`src/sv/mmp_pkg.sv`:
```
package mmp_pkg;

    // index field width covering the whole parameter range (1 to 8)
    localparam int IDX_W = 3;

    localparam logic [1:0] CMD_LOAD_A = 2'd0;
    localparam logic [1:0] CMD_LOAD_B = 2'd1;
    localparam logic [1:0] CMD_MUL    = 2'd2;
    localparam logic [1:0] CMD_POW    = 2'd3;

    localparam logic [1:0] REG_ROWS_A     = 2'd0;
    localparam logic [1:0] REG_INNER_SIZE = 2'd1;
    localparam logic [1:0] REG_COLS_B     = 2'd2;

    typedef struct packed {
        logic [1:0]         cmd;
        logic [1:0]         row;
        logic [1:0]         col;
        logic signed [31:0] value;
        logic [31:0]        exponent;
    } in_t;

    typedef struct packed {
        logic [1:0]         out_row;
        logic [1:0]         out_col;
        logic signed [31:0] out_value;
        logic               last;
    } out_t;

    typedef enum logic [1:0] {
        SRC_A = 2'd0,
        SRC_B = 2'd1,
        SRC_R = 2'd2,
        SRC_S = 2'd3
    } src_t;

    // control shared by all cells
    typedef struct packed {
        logic wr_a;
        logic wr_b;
        logic ld_y;
        logic init_pw;
        logic commit;
        logic dst_s;
        src_t x_src;
        src_t y_src;
    } ctrl_t;

    // one element of an x row walking down the chain
    typedef struct packed {
        logic             vld;
        logic             first;
        logic             last;
        logic [IDX_W-1:0] i;
        logic [IDX_W-1:0] k;
        logic [31:0]      x;
    } tok_t;

endpackage

```
`src/sv/mmp_cell.sv`:
```
module mmp_cell #(
    parameter int MAX_DIM = 4,
    parameter int COL = 0,
    localparam int IW = (MAX_DIM > 1) ? $clog2(MAX_DIM) : 1
) (
    input  logic          aclk,
    input  logic          aresetn,
    input  mmp_pkg::ctrl_t ctrl,
    input  logic [IW-1:0] wr_row,
    input  logic [IW-1:0] wr_col,
    input  logic [31:0]   wr_val,
    input  logic [IW-1:0] rd_row,
    input  mmp_pkg::tok_t tok_in,
    output mmp_pkg::tok_t tok_out,
    output logic [31:0]   x_out
);
    import mmp_pkg::*;

    // column COL of every matrix
    logic [31:0] a_mem [MAX_DIM];
    logic [31:0] b_mem [MAX_DIM];
    logic [31:0] r_mem [MAX_DIM];
    logic [31:0] s_mem [MAX_DIM];
    logic [31:0] t_mem [MAX_DIM];
    logic [31:0] y_mem [MAX_DIM];

    tok_t          tok_reg;
    logic          p_vld_reg;
    logic          p_first_reg;
    logic          p_last_reg;
    logic [IW-1:0] p_i_reg;
    logic [31:0]   prod_reg;
    logic [31:0]   acc_reg;
    logic [31:0]   acc_sum;
    logic [31:0]   y_rd;
    logic          col_hit;

    assign tok_out = tok_reg;
    assign y_rd    = y_mem[tok_reg.k[IW-1:0]];
    assign acc_sum = (p_first_reg ? 32'd0 : acc_reg) + prod_reg;
    assign col_hit = (wr_col == IW'(COL));

    always_comb begin
        case (ctrl.x_src)
            SRC_A:   x_out = a_mem[rd_row];
            SRC_B:   x_out = b_mem[rd_row];
            SRC_R:   x_out = r_mem[rd_row];
            SRC_S:   x_out = s_mem[rd_row];
            default: x_out = a_mem[rd_row];
        endcase
    end

    always_ff @(posedge aclk) begin
        if (!aresetn) begin
            tok_reg   <= '0;
            p_vld_reg <= 1'b0;
        end else begin
            tok_reg   <= tok_in;
            p_vld_reg <= tok_reg.vld;
        end
    end

    always_ff @(posedge aclk) begin
        prod_reg    <= tok_reg.x * y_rd;
        p_first_reg <= tok_reg.first;
        p_last_reg  <= tok_reg.last;
        p_i_reg     <= tok_reg.i[IW-1:0];
        if (p_vld_reg) begin
            acc_reg <= acc_sum;
            if (p_last_reg) begin
                t_mem[p_i_reg] <= acc_sum;
            end
        end
        if (ctrl.wr_a && col_hit) begin
            a_mem[wr_row] <= wr_val;
        end
        if (ctrl.wr_b && col_hit) begin
            b_mem[wr_row] <= wr_val;
        end
        if (ctrl.ld_y) begin
            case (ctrl.y_src)
                SRC_A:   y_mem <= a_mem;
                SRC_B:   y_mem <= b_mem;
                SRC_R:   y_mem <= r_mem;
                SRC_S:   y_mem <= s_mem;
                default: y_mem <= b_mem;
            endcase
        end
        if (ctrl.init_pw) begin
            r_mem <= a_mem;
            s_mem <= a_mem;
        end else if (ctrl.commit) begin
            if (ctrl.dst_s) begin
                s_mem <= t_mem;
            end else begin
                r_mem <= t_mem;
            end
        end
    end

endmodule

```
`config.mk`:
```
export PLATFORM = sky130hd
export DESIGN_NAME = mmp_cell
export DESIGN_NICKNAME = d
export VERILOG_FILES = /design/src/sv/mmp_pkg.sv /design/src/sv/mmp_cell.sv
export SDC_FILE = /design/constraint.sdc
export NUM_CORES = 2
export LEC_CHECK = 0
export BUFFER_PORTS_ARGS = -buffer_cell sky130_fd_sc_hd__clkbuf_2
export CORE_UTILIZATION = 45
export DETAILED_ROUTE_END_ITERATION = 8
export SLEW_MARGIN = 5
export SYNTH_ARGS = -nofsm -noshare
export SYNTH_HDL_FRONTEND = slang
export SYNTH_SLANG_ARGS = --single-unit
```
`constraint.sdc`:
```
create_clock -name aclk -period 8.8 [get_ports aclk]
set_input_delay 1.32 -clock aclk [delete_from_list [all_inputs] [get_ports aclk]]
set_output_delay 1.32 -clock aclk [all_outputs]
set_load 0.01 [all_outputs]
```
Word-level counts from Yosys, hierarchy flattened
Index checks and enable logic that the tools add are counted. Widths: inputs -> output; s select.

Flip-flop bits (word level): 878. Input port bits: 91. Output and inout bits: 73. Logic and storage cells: 98.

$add $sub $neg: 1. Multiply operators: 1. $lt $le $gt $ge: 6. Equality and inequality tests: 7. Multiplexer cells: 31. Bitwise gates (word level): 4. Reduce and logical (&&, ||, !) cells: 12.

Operators with widths (count): $mux 128 (6); $pmux 128 s4 (1); $mux 32 (13); $bwmux 128 (3); $bmux 32 s2 (5); $demux 32 s2 (2); $pmux 32 s4 (1); $add 32x32->32 (1); $mul 32x32->32 (1); $ge 3x3->1 const B (4); $not 2->3 (4); $eq 2x2->1 const B (4); $logic_not 2->1 (3); $lt 3x1->1 const B (2); $reduce_and 2->1 (3); $eq 2x1->1 const B (2); $logic_and 1x1->1 (4); $reduce_bool 2->1 (2); $ne 2x1->1 const B (1).

Logic depth before layout (Yosys ltp)
Depth in word-level cells: 6. Depth in mapped cells: 29. Mapped depth without buffers: 26.

Least setup slack after synthesis
OpenSTA, ideal clock, no wires.

Path type: reg-to-reg. From: register tok_reg (netlist bit tok_out[32]). To: register prod_reg[30]. Setup time: 72 ps. Arrival time: 7508 ps. Data required time: 8728 ps. Path slack: 1219 ps. Cell stages (with the launch flop): 27. Buffers on the path: 4. Clock period less this slack: 7581 ps. Path through: dfxtp_1 -> buf_6 -> buf_6 -> mux4_2 -> clkbuf_1 -> clkbuf_1 -> and2_1 -> fa_1 -> inv_1 -> fa_1 -> fa_1 -> fa_1 -> inv_1 -> ha_1 -> ha_1 -> fa_1 -> fa_1 -> ha_1 -> a211o_1 -> or4_1 -> a21oi_1 -> nor3_1 -> o21ai_0 -> o211a_1 -> o21bai_1 -> a21oi_1 -> xnor2_1.

Word-level cells in the longest chain between the ends: 5.

RTL lines: start, declared (line mmp_cell.sv:27) `tok_t tok_reg;`; start signal, assigned (line mmp_cell.sv:58) `tok_reg <= tok_in;`; $not 2->3 (not written as such) (line mmp_cell.sv:39) `assign y_rd = y_mem[tok_reg.k[IW-1:0]];`; $bmux 32 s2 (line mmp_cell.sv:39); $mux 32 (not written as such) (2 in a row) (line mmp_cell.sv:39); $mul 32x32->32 (line mmp_cell.sv:64) `prod_reg <= tok_reg.x * y_rd;`; end signal, assigned (line mmp_cell.sv:64); end, declared (line mmp_cell.sv:32) `logic [31:0] prod_reg;`.

No other way between the ends. The select of a mux whose other input is x is not followed. A chain may end at the register's enable or synchronous reset.

Worst setup path in the final report
From: register tok_reg (netlist bit tok_out[33]). To: register prod_reg[30].

The elaborated chain is that of the path after synthesis.

==> run metrics <==
Yosys cell types 57; Final Power 20.5 mW; CTS tree done; critical path class register to register; Cell Pwr Density 351 mW/mm²; outcome finished, final reports clean; Clock Latency Late Sink 720 ps; post-layout min period 8110 ps; WP data required 9410 ps; Post-synth top flop edfxtp_1; CTS sink cnt 878; CTS Buffer Depth 3; initial antenna violation count 9; Pleak 22.3 nW; Fin Setup TNS 0 ps; Post-route DRC 0; worst hold path class register to register; Post-synth top cells 800 x edfxtp_1, 409 x fa_1, 402 x inv_1; post-synthesis cell area 0.0526 mm²; critical path launch point type register; synthesis-stage register bit count 878; Rel. slew slack 0.253; total gr overflow 0; RSZ-0062 raised after global routing false; Vias/cell 5.69; Buf/Inv on CP 3; layout cells sized above 1 0.230; Max VDD drop 0.000743 V; maxcap violations 0; Core Rows 125; initial drt markers 2826; Period Utilization, post-route 0.922; core area 0.116 mm²; final wirelength 141 mm; Final Skew 71.4 ps; WL/cell 26.9 µm; top-area cell type share of the netlist area 0.457; CP max-delay cell dfxtp_2; fraction of registers with async set or reset after synthesis 0; crit-path max cell delay 690 ps; first-pass GRT wire length 210 mm; Die W 344 µm; Syn Inst Count 3480; placed cells 5060; post-synthesis area per instance 15.1 µm²; CTS HTree Levels 3; Total GRT Usage 0.245; hold bufs inserted after CTS 0; Yosys warnings 0; Final Max Tran Viols 0; routability congestion estimate 0.871; setup bufs post-CTS 0; DRT Pass-1 Iters 5; Root Buffer clkbuf_16; top-count cell post-synth edfxtp_1; NumNets Final 4286; antenna-violating nets left 0; number of enable flip-flop cells after synthesis 800; HPWL after DPL 94.9 mm; CTS Buf Count 94; CP max FO 30; clk slew on worst S/H paths 60 ps; Mapped Nets 4134; Top Ports 164; Slew @ Worst Pin 1120 ps; via count 29800; Fin. Hold Viols 0; # port buffers 163; leading post-synthesis cells by cell area edfxtp_1 46%, fa_1 16%, mux4_2 14%; crit-path cells buf_4 -> mux4_2 -> and2_1 -> fa_1 -> inv_1 -> fa_1 -> fa_1 -> fa_1 -> inv_1 -> fa_1 -> fa_1 -> fa_1 -> fa_1 -> ha_1 -> a21o_1 -> a21o_1 -> a21oi_1 -> nand3_1 -> o21ai_0 -> o211a_1 -> o21bai_1 -> a21oi_1 -> xnor2_1; Die Area 0.118 mm²; register area share after synthesis 0.487; Top delay family on crit path adder cells; critical path's most frequent cell fa_1; post-cts resize count 0; Area Growth Syn to Fin 11.3%; Initial Utilization 0.453; CP Data Arrival Time 8720 ps; largest net degree at the start of global routing 94; vias in the first global route 31500; Crit. End Element register; final setup fails 0; Final Cell Area 0.0585 mm²; DP Area 0.0553 mm²; Final Non-Filler Cells 5240; FMAX 123 MHz; leading area contributor after synthesis edfxtp_1; chip height 344 µm
-- final timing paths --
check | from | to | slack (ps) | cells past startpoint
setup / recovery | tok_out[33]$_SDFF_PN0_ | prod_reg[30]$_DFF_P_ | 690 | 23
hold / removal | tok_out[39]$_SDFF_PN0_ | p_first_reg$_DFF_P_ | 350 | 0
setup reg to reg | tok_out[33]$_SDFF_PN0_ | prod_reg[30]$_DFF_P_ | 690 | 23
hold reg to reg | tok_out[39]$_SDFF_PN0_ | p_first_reg$_DFF_P_ | 350 | 0
-- routing by layer --
layer | up-vias | wire (µm) | track usage | share of wire
li1 | 12600 | - | - | -
met1 | 15800 | 60400 | 0.353 | 0.43
met2 | 1160 | 65900 | 0.385 | 0.47
met3 | 205 | 11200 | 0.0465 | 0.079
met4 | 6 | 3340 | 0.0618 | 0.024
met5 | - | 34 | 0 | 0.00024
-- metrics by stage --
step / util / hold WS, ps / worst slack [ps]
after floorplan: - / 382 / 1220
after global placement: 0.476 / 355 / 810
after detailed placement: 0.476 / 338 / 676
after CTS: 0.504 / 346 / 624
after global routing: 0.504 / 356 / 238
final: 0.504 / 345 / 686
-- layout make-up --
type                       instances  area (µm²)
multi-input combinational       2025       24900
inverter                         402        1510
clock buffer                     117        2470
fill                            9800       57500
tap                             1524        1910
sequential                       878       25600
clock inverter                    60         790
antenna                            3        7.51
timing repair buffer             231        1370
-- cells by family (layout without fill, tap and decap cells) --
| group | count (synthesis) | after routing | synth area share |
|---|---|---|---|
| AO/OA/AOI/OAI | 166 | 166 | 0.0204 |
| adder cells (fa/ha/maj) | 563 | 563 | 0.192 |
| other | 0 | 3 | 0 |
| XOR/XNOR | 107 | 107 | 0.0191 |
| multiplexers | 454 | 454 | 0.165 |
| AND/OR/NAND/NOR | 735 | 735 | 0.0743 |
| buffers and inverters | 577 | 810 | 0.0420 |
| flip-flops | 878 | 878 | 0.487 |
-- where the power goes --
group          switching (mW)  total, mW  internal (mW)
Sequential              0.156       5.40           5.25
Combinational            6.55       11.0           4.45
Clock                    1.69       4.15           2.46
Total                    8.40       20.5           12.2
-- placed cells by master (no fill, tap or decap), types with 73 or more instances in the layout --
cell,synthesis,routed
nand2_1,225,225
inv_1,402,402
dfxtp_1,78,73
clkbuf_16,0,95
xnor2_1,80,80
fa_1,409,409
mux4_2,316,316
edfxtp_1,800,800
ha_1,154,154
and2_1,338,338
clkbuf_2,1,156
mux2_2,131,131
Note: power is estimated with default switching activity, not from simulation.
